**src/rtl/prq_pkg.sv**
```systemverilog
// ----------------------------------------------------------------------------
// prq_pkg
// Shared sizes, result codes and controller command type for the priority
// ready queue with its overflow FIFO.
// ----------------------------------------------------------------------------
package prq_pkg;

	// Store depths
	localparam int READY_DEPTH = 8;
	localparam int WAIT_DEPTH  = 8;

	// Index and count widths (an index stays at least one bit wide)
	localparam int RIDX_W = (READY_DEPTH > 1) ? $clog2(READY_DEPTH) : 1;
	localparam int WIDX_W = (WAIT_DEPTH > 1) ? $clog2(WAIT_DEPTH) : 1;
	localparam int RCNT_W = $clog2(READY_DEPTH + 1);
	localparam int WCNT_W = $clog2(WAIT_DEPTH + 1);

	// Field widths
	localparam int ID_W   = 8;
	localparam int PRIO_W = 8;
	localparam int STAT_W = 3;
	localparam int CNT_W  = 4;

	// Input kinds
	localparam logic KIND_SUBMIT   = 1'b0;
	localparam logic KIND_DISPATCH = 1'b1;

	// Result status codes
	localparam logic [STAT_W-1:0] ST_QUEUED_READY = 3'd0;
	localparam logic [STAT_W-1:0] ST_QUEUED_WAIT  = 3'd1;
	localparam logic [STAT_W-1:0] ST_REJECTED     = 3'd2;
	localparam logic [STAT_W-1:0] ST_DISPATCHED   = 3'd3;
	localparam logic [STAT_W-1:0] ST_READY_EMPTY  = 3'd4;

	// Commands from controller to datapath
	typedef struct packed {
		logic capture; // latch the accepted input word
		logic find;    // register the index of the best ready entry
		logic commit;  // update the stores and load the output register
	} prq_cmd_t;

endpackage

```
**src/rtl/priority_ready_queue_with_overflow_fifo.sv**
```systemverilog
// ----------------------------------------------------------------------------
// priority_ready_queue_with_overflow_fifo
// Task scheduler: age-ordered ready list served lowest priority first, with
// a waiting FIFO that takes the overflow and refills the list on dispatch.
//
// Channel | Handshake             | Word
// --------+-----------------------+---------------------------------------------
// in      | in_valid / in_stall   | kind, task_id, task_priority
// out     | out_valid / out_stall | status, out_task_id, out_priority,
//         |                       | moved_valid, moved_task_id, ready_count,
//         |                       | waiting_count
//
// Each word passes a search of the ready list for its minimum (linear compare
// over the occupied entries, registered in the find state), then a commit that
// updates the stores and loads the output register; a new word is taken in the commit cycle.
// Reset empties both stores at once through their counts; no clearing pass.
// A held output word stalls the commit, and with it the input channel.
// ----------------------------------------------------------------------------
module priority_ready_queue_with_overflow_fifo import prq_pkg::*; (
	input  logic              clk,
	input  logic              arst_n,
	input  logic              in_valid,
	output logic              in_stall,
	input  logic              kind,
	input  logic [ID_W-1:0]   task_id,
	input  logic [PRIO_W-1:0] task_priority,
	output logic              out_valid,
	input  logic              out_stall,
	output logic [STAT_W-1:0] status,
	output logic [ID_W-1:0]   out_task_id,
	output logic [PRIO_W-1:0] out_priority,
	output logic              moved_valid,
	output logic [ID_W-1:0]   moved_task_id,
	output logic [CNT_W-1:0]  ready_count,
	output logic [CNT_W-1:0]  waiting_count
);

	prq_cmd_t cmd;

	// Sequencer
	prq_ctrl u_ctrl (
		.clk       (clk),
		.arst_n    (arst_n),
		.in_valid  (in_valid),
		.in_stall  (in_stall),
		.out_valid (out_valid),
		.out_stall (out_stall),
		.cmd       (cmd)
	);

	// Stores and result path
	prq_dp u_dp (
		.clk           (clk),
		.arst_n        (arst_n),
		.cmd           (cmd),
		.kind          (kind),
		.task_id       (task_id),
		.task_priority (task_priority),
		.status        (status),
		.out_task_id   (out_task_id),
		.out_priority  (out_priority),
		.moved_valid   (moved_valid),
		.moved_task_id (moved_task_id),
		.ready_count   (ready_count),
		.waiting_count (waiting_count)
	);

endmodule

```
**src/rtl/prq_ctrl.sv**
```systemverilog
// ----------------------------------------------------------------------------
// prq_ctrl
// Sequencer: accept, search the ready list, commit. Owns the output valid
// flag and the input stall signal.
// ----------------------------------------------------------------------------
module prq_ctrl import prq_pkg::*; (
	input  logic     clk,
	input  logic     arst_n,
	input  logic     in_valid,
	output logic     in_stall,
	output logic     out_valid,
	input  logic     out_stall,
	output prq_cmd_t cmd
);

	typedef enum logic [2:0] {
		S_IDLE   = 3'b001,
		S_FIND   = 3'b010,
		S_COMMIT = 3'b100
	} state_t;

	state_t state_q, state_d;
	logic   out_valid_q;
	logic   out_go;
	logic   accept;

	// Output register can take a new word this cycle
	assign out_go   = !out_valid_q || !out_stall;
	// Input is open when idle, or when the commit finishes this cycle
	assign in_stall = !((state_q == S_IDLE) || ((state_q == S_COMMIT) && out_go));
	assign accept   = in_valid && !in_stall;

	assign cmd.capture = accept;
	assign cmd.find    = (state_q == S_FIND);
	assign cmd.commit  = (state_q == S_COMMIT) && out_go;

	assign out_valid = out_valid_q;

	// Next state
	always_comb begin
		state_d = state_q;
		case (state_q)
			S_IDLE: begin
				if (accept) state_d = S_FIND;
			end
			S_FIND: begin
				state_d = S_COMMIT;
			end
			S_COMMIT: begin
				if (out_go) state_d = accept ? S_FIND : S_IDLE;
			end
			default: begin
				state_d = S_IDLE;
			end
		endcase
	end

	// State and output valid
	always_ff @(posedge clk or negedge arst_n) begin
		if (!arst_n) begin
			state_q     <= S_IDLE;
			out_valid_q <= 1'b0;
		end else begin
			state_q <= state_d;
			if (cmd.commit) begin
				out_valid_q <= 1'b1;
			end else if (out_valid_q && !out_stall) begin
				out_valid_q <= 1'b0;
			end
		end
	end

endmodule

```
**src/rtl/prq_dp.sv**
```systemverilog
// ----------------------------------------------------------------------------
// prq_dp
// Datapath: input word register, ready list (age ordered, compacting),
// circular waiting FIFO, minimum search and output register.
// ----------------------------------------------------------------------------
module prq_dp import prq_pkg::*; (
	input  logic              clk,
	input  logic              arst_n,
	input  prq_cmd_t          cmd,
	input  logic              kind,
	input  logic [ID_W-1:0]   task_id,
	input  logic [PRIO_W-1:0] task_priority,
	output logic [STAT_W-1:0] status,
	output logic [ID_W-1:0]   out_task_id,
	output logic [PRIO_W-1:0] out_priority,
	output logic              moved_valid,
	output logic [ID_W-1:0]   moved_task_id,
	output logic [CNT_W-1:0]  ready_count,
	output logic [CNT_W-1:0]  waiting_count
);

	// Captured input word
	logic              kind_q;
	logic [ID_W-1:0]   id_q;
	logic [PRIO_W-1:0] prio_q;

	// Ready list, entry 0 oldest
	logic [ID_W-1:0]   rid_q   [READY_DEPTH];
	logic [PRIO_W-1:0] rprio_q [READY_DEPTH];
	logic [ID_W-1:0]   rid_d   [READY_DEPTH];
	logic [PRIO_W-1:0] rprio_d [READY_DEPTH];
	logic [RCNT_W-1:0] rused_q, rused_d;

	// Waiting FIFO
	logic [ID_W-1:0]   wid_q   [WAIT_DEPTH];
	logic [PRIO_W-1:0] wprio_q [WAIT_DEPTH];
	logic [ID_W-1:0]   wid_d   [WAIT_DEPTH];
	logic [PRIO_W-1:0] wprio_d [WAIT_DEPTH];
	logic [WIDX_W-1:0] whead_q, whead_d;
	logic [WIDX_W-1:0] wtail_q, wtail_d;
	logic [WCNT_W-1:0] wused_q, wused_d;

	// Search result
	logic [RIDX_W-1:0] best;
	logic [PRIO_W-1:0] best_prio;
	logic [RIDX_W-1:0] best_s1;

	// Output word
	logic [STAT_W-1:0] st_d, st_q;
	logic [ID_W-1:0]   oid_d, oid_q;
	logic [PRIO_W-1:0] oprio_d, oprio_q;
	logic              mv_d, mv_q;
	logic [ID_W-1:0]   mid_d, mid_q;
	logic [CNT_W-1:0]  rcnt_q, wcnt_q;

	// Lowest priority among occupied entries; strict compare keeps the oldest
	always_comb begin
		best      = '0;
		best_prio = rprio_q[0];
		for (int i = 1; i < READY_DEPTH; i++) begin
			if ((RCNT_W'(i) < rused_q) && (rprio_q[RIDX_W'(i)] < best_prio)) begin
				best      = RIDX_W'(i);
				best_prio = rprio_q[RIDX_W'(i)];
			end
		end
	end

	// Commit: next store contents and the result word
	always_comb begin
		rid_d   = rid_q;
		rprio_d = rprio_q;
		rused_d = rused_q;
		wid_d   = wid_q;
		wprio_d = wprio_q;
		whead_d = whead_q;
		wtail_d = wtail_q;
		wused_d = wused_q;
		st_d    = ST_READY_EMPTY;
		oid_d   = '0;
		oprio_d = '0;
		mv_d    = 1'b0;
		mid_d   = '0;
		if (kind_q == KIND_SUBMIT) begin
			oid_d   = id_q;
			oprio_d = prio_q;
			if (rused_q < RCNT_W'(READY_DEPTH)) begin
				rid_d[RIDX_W'(rused_q)]   = id_q;
				rprio_d[RIDX_W'(rused_q)] = prio_q;
				rused_d = rused_q + 1'b1;
				st_d    = ST_QUEUED_READY;
			end else if (wused_q < WCNT_W'(WAIT_DEPTH)) begin
				wid_d[wtail_q]   = id_q;
				wprio_d[wtail_q] = prio_q;
				wtail_d = (wtail_q == WIDX_W'(WAIT_DEPTH - 1)) ? '0 : wtail_q + 1'b1;
				wused_d = wused_q + 1'b1;
				st_d    = ST_QUEUED_WAIT;
			end else begin
				st_d = ST_REJECTED;
			end
		end else if (rused_q != '0) begin
			st_d    = ST_DISPATCHED;
			oid_d   = rid_q[best_s1];
			oprio_d = rprio_q[best_s1];
			// close the gap behind the removed entry
			for (int i = 0; i < READY_DEPTH - 1; i++) begin
				if (RIDX_W'(i) >= best_s1) begin
					rid_d[RIDX_W'(i)]   = rid_q[RIDX_W'(i + 1)];
					rprio_d[RIDX_W'(i)] = rprio_q[RIDX_W'(i + 1)];
				end
			end
			rused_d = rused_q - 1'b1;
			// refill from the waiting FIFO head
			if (wused_q != '0) begin
				rid_d[RIDX_W'(rused_q - 1'b1)]   = wid_q[whead_q];
				rprio_d[RIDX_W'(rused_q - 1'b1)] = wprio_q[whead_q];
				rused_d = rused_q;
				whead_d = (whead_q == WIDX_W'(WAIT_DEPTH - 1)) ? '0 : whead_q + 1'b1;
				wused_d = wused_q - 1'b1;
				mv_d    = 1'b1;
				mid_d   = wid_q[whead_q];
			end
		end
	end

	// Pointers and counts
	always_ff @(posedge clk or negedge arst_n) begin
		if (!arst_n) begin
			rused_q <= '0;
			whead_q <= '0;
			wtail_q <= '0;
			wused_q <= '0;
		end else if (cmd.commit) begin
			rused_q <= rused_d;
			whead_q <= whead_d;
			wtail_q <= wtail_d;
			wused_q <= wused_d;
		end
	end

	// Payload registers
	always_ff @(posedge clk) begin
		if (cmd.capture) begin
			kind_q <= kind;
			id_q   <= task_id;
			prio_q <= task_priority;
		end
		if (cmd.find) begin
			best_s1 <= best;
		end
		if (cmd.commit) begin
			rid_q   <= rid_d;
			rprio_q <= rprio_d;
			wid_q   <= wid_d;
			wprio_q <= wprio_d;
			st_q    <= st_d;
			oid_q   <= oid_d;
			oprio_q <= oprio_d;
			mv_q    <= mv_d;
			mid_q   <= mid_d;
			rcnt_q  <= CNT_W'(rused_d);
			wcnt_q  <= CNT_W'(wused_d);
		end
	end

	assign status        = st_q;
	assign out_task_id   = oid_q;
	assign out_priority  = oprio_q;
	assign moved_valid   = mv_q;
	assign moved_task_id = mid_q;
	assign ready_count   = rcnt_q;
	assign waiting_count = wcnt_q;

endmodule

```
**config.mk**
```make
export PLATFORM = sky130hd
export DESIGN_NAME = priority_ready_queue_with_overflow_fifo
export DESIGN_NICKNAME = d
export VERILOG_FILES = /design/src/rtl/prq_pkg.sv /design/src/rtl/priority_ready_queue_with_overflow_fifo.sv /design/src/rtl/prq_ctrl.sv /design/src/rtl/prq_dp.sv
export SDC_FILE = /design/constraint.sdc
export NUM_CORES = 1
export LEC_CHECK = 0
export BUFFER_PORTS_ARGS = -buffer_cell sky130_fd_sc_hd__buf_2
export CORE_MARGIN = 10
export CORE_UTILIZATION = 55
export DETAILED_ROUTE_END_ITERATION = 6
export PLACE_DENSITY = 0.86
export SLEW_MARGIN = 20
export SYNTH_ARGS = -nofsm -noshare
export SYNTH_HDL_FRONTEND = slang
export SYNTH_SLANG_ARGS = --single-unit
export TNS_END_PERCENT = 20
```
**constraint.sdc**
```tcl
create_clock -name clk -period 5.4 [get_ports clk]
set_input_delay 0.27 -clock clk [delete_from_list [all_inputs] [get_ports clk]]
set_output_delay 0.27 -clock clk [all_outputs]
set_load 0.01 [all_outputs]
```
* Yosys cells after proc, flatten, opt, wreduce, memory -nomap -nowiden *
Cells that the tools add are included.

operators by class
  add/subtract/negate cells = 6
  order comparisons = 20
  equality and inequality tests = 9
  multiplexer cells = 86
  bitwise gates (word level) = 7
  reductions and logical operators = 26

operators with widths
  cell                   number
  $mux W64               8
  $bwmux W64             6
  $mux W8                41
  $bmux W8 S3            4
  $demux W8 S3           3
  $mux W4                9
  $lt A8 B8 Y1           3
  $mux W3                7
  $ge A4 B4 Y1 const B   5
  $not A3 Y4             5
  $lt A4 B1 Y1 const B   3
  $reduce_and A4 Y1      3
  $eq A3 B3 Y1 const B   3
  $logic_and A1 B1 Y1    9
  $pmux W3 S3            1
  $add A4 B1 Y4 const B  2
  $lt A2 B4 Y1 const A   2
  $lt A4 B4 Y1 const B   2
  $reduce_bool A4 Y1     2
  $sub A4 B1 Y4 const B  2
  $add A3 B1 Y3 const B  2
  $ge A1 B3 Y1 const A   2
  $ge A2 B3 Y1 const A   2
  $reduce_and A3 Y1      2
  other kinds (13)       26

word-level totals
  bits in registers = 330
  bits of input ports = 21
  output and inout bits = 38
  word-level logic and storage cells = 204

* Longest topological paths before layout *
  word-level depth = 10
  depth in mapped cells = 25
  depth with buffers taken out = 21

* Cells and area by module *
From an unflattened synthesis, not the netlist that was laid out.

unflattened totals
  cell total of the unflattened synthesis = 973
  area total of the unflattened synthesis = 12,816.0 sq um

by module, submodules not included
  module    times used  cells an instance  area each (sq um)  sequential area each (sq um)
  prq_dp    1           950                12,597.1           7,767.4
  prq_ctrl  1           23                 219.0              101.3

* Least setup slack after synthesis *
OpenSTA, ideal clock, no wires.

  path type = register -> register
  start point = register u_dp.rused_q[0]
  end point = register u_dp.best_s1[1], data pin
  library setup time = 138 ps
  arrival time = 4,983 ps
  data required time = 5,262 ps
  setup slack = 279 ps
  stages on the path, launching flop included = 24
  buffers on the path = 4
  period minus slack after synthesis = 5,121 ps
  path through = dfrtp_1 buf_2 inv_1 ha_1 nor2_1 o311a_1 o211a_1 buf_6 buf_4 a21oi_1 ha_1 a211oi_1 o211ai_1 nor4b_1 mux2i_2 buf_6 a31o_1 ha_1 a211oi_1 o221ai_1 or4b_2 o22ai_1 o21ai_0 nand4_1

between the ends
  longest elaborated chain between the ends = 9
  elaborated cells on any way between the ends = 11
  classes of those cells = order compare (5); mux (2); reduce/logical (4)

ends and longest elaborated chain
  item                            RTL line       source
  start, declared                 prq_dp.sv:32   logic [RCNT_W-1:0] rused_q, rused_d;
  start signal, assigned          prq_dp.sv:133  rused_q <= rused_d;
  $lt A1 B4 Y1                    prq_dp.sv:61   if ((RCNT_W'(i) < rused_q) && (rprio_q[RIDX_W'(i)] < best_prio)) begin
  $logic_and A1 B1 Y1             prq_dp.sv:61
  $mux W8                         prq_dp.sv:61
  $lt A8 B8 Y1                    prq_dp.sv:61
  $logic_and A1 B1 Y1             prq_dp.sv:61
  $mux W8                         prq_dp.sv:61
  $lt A8 B8 Y1                    prq_dp.sv:61
  $logic_and A1 B1 Y1             prq_dp.sv:61
  $reduce_or A2 Y1 (no line) (*)  --
  end signal, assigned            prq_dp.sv:148  best_s1 <= best;
  end, declared                   prq_dp.sv:46   logic [RIDX_W-1:0] best_s1;

Mark *: on every way between the ends. The rest lies on a longest branch, timed or not.
A chain may end at the register's enable or synchronous reset.

* Final worst setup path *
  start point = register u_dp.rprio_q[54] (netlist bit)
  end point = register u_dp.best_s1[1], data pin

between the ends
  longest elaborated chain between the ends = 9

ends and longest elaborated chain
  item                            RTL line       source
  start, declared                 prq_dp.sv:29   logic [PRIO_W-1:0] rprio_q [READY_DEPTH];
  start signal, assigned          prq_dp.sv:152  rprio_q <= rprio_d;
  $lt A8 B8 Y1                    prq_dp.sv:61
  $logic_and A1 B1 Y1             prq_dp.sv:61
  $mux W8 (*)                     prq_dp.sv:61
  $lt A8 B8 Y1                    prq_dp.sv:61
  $logic_and A1 B1 Y1             prq_dp.sv:61
  $mux W8                         prq_dp.sv:61
  $lt A8 B8 Y1                    prq_dp.sv:61
  $logic_and A1 B1 Y1             prq_dp.sv:61
  $reduce_or A2 Y1 (no line) (*)  --

Marked as above.

==> impl_metrics.tcl <==
set metrics [dict create \
    grt_use_total 0.200 \
    maxSlewViolCount 0 \
    synth_top_area_cell "edfxtp_1" \
    io_pins 59 \
    clock_sinks 265 \
    netlist_area_mm2 0.0128 \
    holdWs_ns 0.252 \
    area_growth_pct 16.4 \
    cts_root_buf "clkbuf_16" \
    port_buffers 58 \
    drc 6 \
    status "complete, but fails checks" \
    totalWireLength_um 31400 \
    coreArea_mm2 0.0228 \
    setup_viol 0 \
    drive_above_1_share 0.221 \
    grt_max_degree 61 \
    seq_area_frac_synth 0.613 \
    via_per_inst 6.46 \
    finalCriticalPeriod_ns 5.20 \
    critPathKind "flip-flop to flip-flop" \
    p_leak_nw 5.27 \
    max_freq_mhz 192 \
    pwr_density_cell_mw_per_mm2 462 \
    critPathRequiredTime_ns 5.82 \
    grt_pass1_wl_um 48200 \
    synthFlopType "edfxtp_1" \
    clkLatencyLatePin_ns 0.55 \
    synth_seq_cells 265 \
    diodes 0 \
    die_x_um 173 \
    worst_slack_ns 0.203 \
    finalHoldViolations 0 \
    maxSlewHeadroom 0.270 \
    hpwlAfterDp_um 19300 \
    ir_drop_uv 307 \
    first_pass_iters 7 \
    synth_area_per_cell_um2 13.6 \
    dp_slack_ns -0.0311 \
    worst_setup_path_start_kind "flip-flop" \
    htreeDepth 1 \
    routed-via-count 8816 \
    worst_pin_slew_ns 1.10 \
    syn_nets 995 \
    wire_per_inst_um 23.0 \
    postSynthCellCount 943 \
    violations "design-rule violations" \
    cts_buffers 27 \
    clockBufferDepth 3 \
    cap_viol_max_count 0 \
    hold_path.class "primary input to async pin" \
    synth-edff-count 247 \
    nets 1082 \
    die_h_um 173 \
    cts_tree "done" \
    yosys-top-cells-area "edfxtp_1 58%, mux4_2 8.4%, nand2_1 4.1%" \
    synth_warnings 0 \
    path_clk_slew_ns 0.06 \
    initial_utilization 0.564 \
    grt_overflow_total 0 \
    crit_fanout 7 \
    rows 55 \
    synth_top_area_frac 0.577 \
    antenna_found_initial 0 \
    die_area_mm2 0.0299 \
    fin_skew_ns 0.0131 \
    critPathArrivalTime_ns 5.61 \
    min_period_over_period 0.962 \
    ant_nets 0 \
    drtIter0Drc 1341 \
    synth_cell_type_count 62 \
    grt_pass1_vias 8637 \
    synthArstFlopShare 0.0679 \
    cp-end-kind "flip-flop" \
    gp_congestion 0.910 \
]
## worst paths after layout
path / endpoint / startpoint / slack [ns] / depth (start not counted)
hold / removal: u_dp.wused_q[0] / arst_n / 0.25 / 2
setup reg to reg: u_dp.best_s1[1] / u_dp.rprio_q[54] / 0.20 / 22
hold reg to reg: u_ctrl.state_q[2] / u_ctrl.state_q[0] / 0.54 / 1
min in group clk: u_dp.prio_q[2] / task_priority[2] / 0.43 / 2
setup / recovery: u_dp.best_s1[1] / u_dp.rprio_q[54] / 0.20 / 22
max in group asynchronous: u_dp.whead_q[0] / arst_n / 4.74 / 2
## cells by family (layout without fill, tap and decap cells)
kind of cell,after synthesis,after routing,share of synthesized area
compound gates,176,176,0.103
flops,265,265,0.613
buf+inv,80,188,0.0270
xor+xnor,6,6,0.00409
fa+ha+maj,31,31,0.0302
mux,87,87,0.115
simple gates,298,298,0.108
## registers in the layout, indices dropped and copies added, names as in the netlist, 4 cells and up
register and flops:
u_dp.waiting_count 4, u_dp.ready_count 4, u_dp.out_priority 8, u_dp.moved_task_id 8, u_dp.wprio_q 64, u_dp.rprio_q 32
u_dp.prio_q 8, u_dp.rid_q 32, u_dp.wid_q 64, u_dp.out_task_id 8, u_dp.rused_q 4, u_dp.wused_q 4
u_dp.id_q 8
## power by group
group | total [W] | internal, W | switching, W
clock | 0.00217 | 0.00136 | 0.000810
combinational | 0.00205 | 0.000835 | 0.00122
sequential | 0.00269 | 0.00250 | 0.000189
total | 0.00691 | 0.00469 | 0.00222
## routing by layer
layer	part of all wire	GRT usage
met5	0	0
met2	0.48	0.328
met4	0.028	0.0618
met3	0.11	0.0438
met1	0.39	0.261
## cell usage after synthesis (2+ instances only)
cell type  number
or2b_1          2
a31oi_1         4
a21oi_1        28
o21a_1          2
mux2_2          5
nor2_1         40
nor4_2          2
mux2i_1        33
buf_2          18
nand4_1         4
nor3_1         12
nand3_1        46
a21oi_2         2
edfxtp_1      247
clkbuf_1       36
a21o_1         21
a31o_1          7
a211oi_1        4
ha_1           31
buf_4           2
o22ai_1         2
nor4b_1         2
mux4_2         48
inv_1          20
nand2_1       140
nor3b_1         2
nand2b_1       11
o211ai_1       11
buf_6           2
a32o_1         48
nor4_1          4
dfrtp_1        17
xnor2_1         5
o21ai_0        36
nor2b_1        22
## cell type report
cell class	count	area (um^2)
Inverter	20	75.1
Sequential cell	265	7870
Clock buffer	28	679
Timing Repair Buffer	118	791
Multi-Input combinational cell	598	4770
Tap cell	313	392
Fill cell	1529	7830
Clock inverter	22	370
## worst max-delay path: stages, from the launching register on
cell and delay (ns):
edfxtp_1 0.46, ha_1 0.36, and4_1 0.21, o21ai_1 0.11, o211a_4 0.30, buf_4 0.14
nor2_1 0.08, a21oi_1 0.07, ha_1 0.33, o21ai_0 0.11, o211ai_1 0.45, nor3_2 0.13
mux2i_4 0.25, buf_4 0.19, a21oi_1 0.06, a31o_1 0.19, ha_1 0.28, a21o_1 0.19
a21oi_2 0.18, or4b_2 0.60, o22ai_1 0.13, o21ai_0 0.13, nand4_1 0.11
## through the flow
| step | total power, W | instances | area [um^2] | util | TNS [ns] |
|---|---|---|---|---|---|
| 6_report | 0.00691 | 1364 | 14900 | 0.656 | 0 |
| 5_1_grt | 0.00717 | 1364 | 14900 | 0.656 | -0.0852 |
| 4_1_cts | 0.00684 | 1356 | 14800 | 0.651 | 0 |
| 2_1_floorplan | 0.00411 | 943 | 12800 | - | 0 |
| 3_3_place_gp | 0.00459 | 1286 | 13600 | 0.596 | 0 |
| 3_5_place_dp | 0.00466 | 1286 | 13600 | 0.596 | -0.0311 |
## cell usage in the layout (no fill, tap or decap), drive strengths merged, types with 22 or more instances in the layout
master and n:
o21ai 36, nand3 46, clkbuf 28, a21oi 30, ha 31, nor2 40
nand2 140, a32o 48, mux2i 34, buf 98, edfxtp 247, nor2b 22
mux4 48
## timing repair
action | in CTS | in global routing
hold endpoints to repair | 37 | 0
pin swaps | 0 | 5
hold buffers | 20 | 0
setup buffers | 0 | 8
setup endpoints to repair | 2 | 2
gates resized for setup | 2 | 13
(Power assumes the default switching activity.)
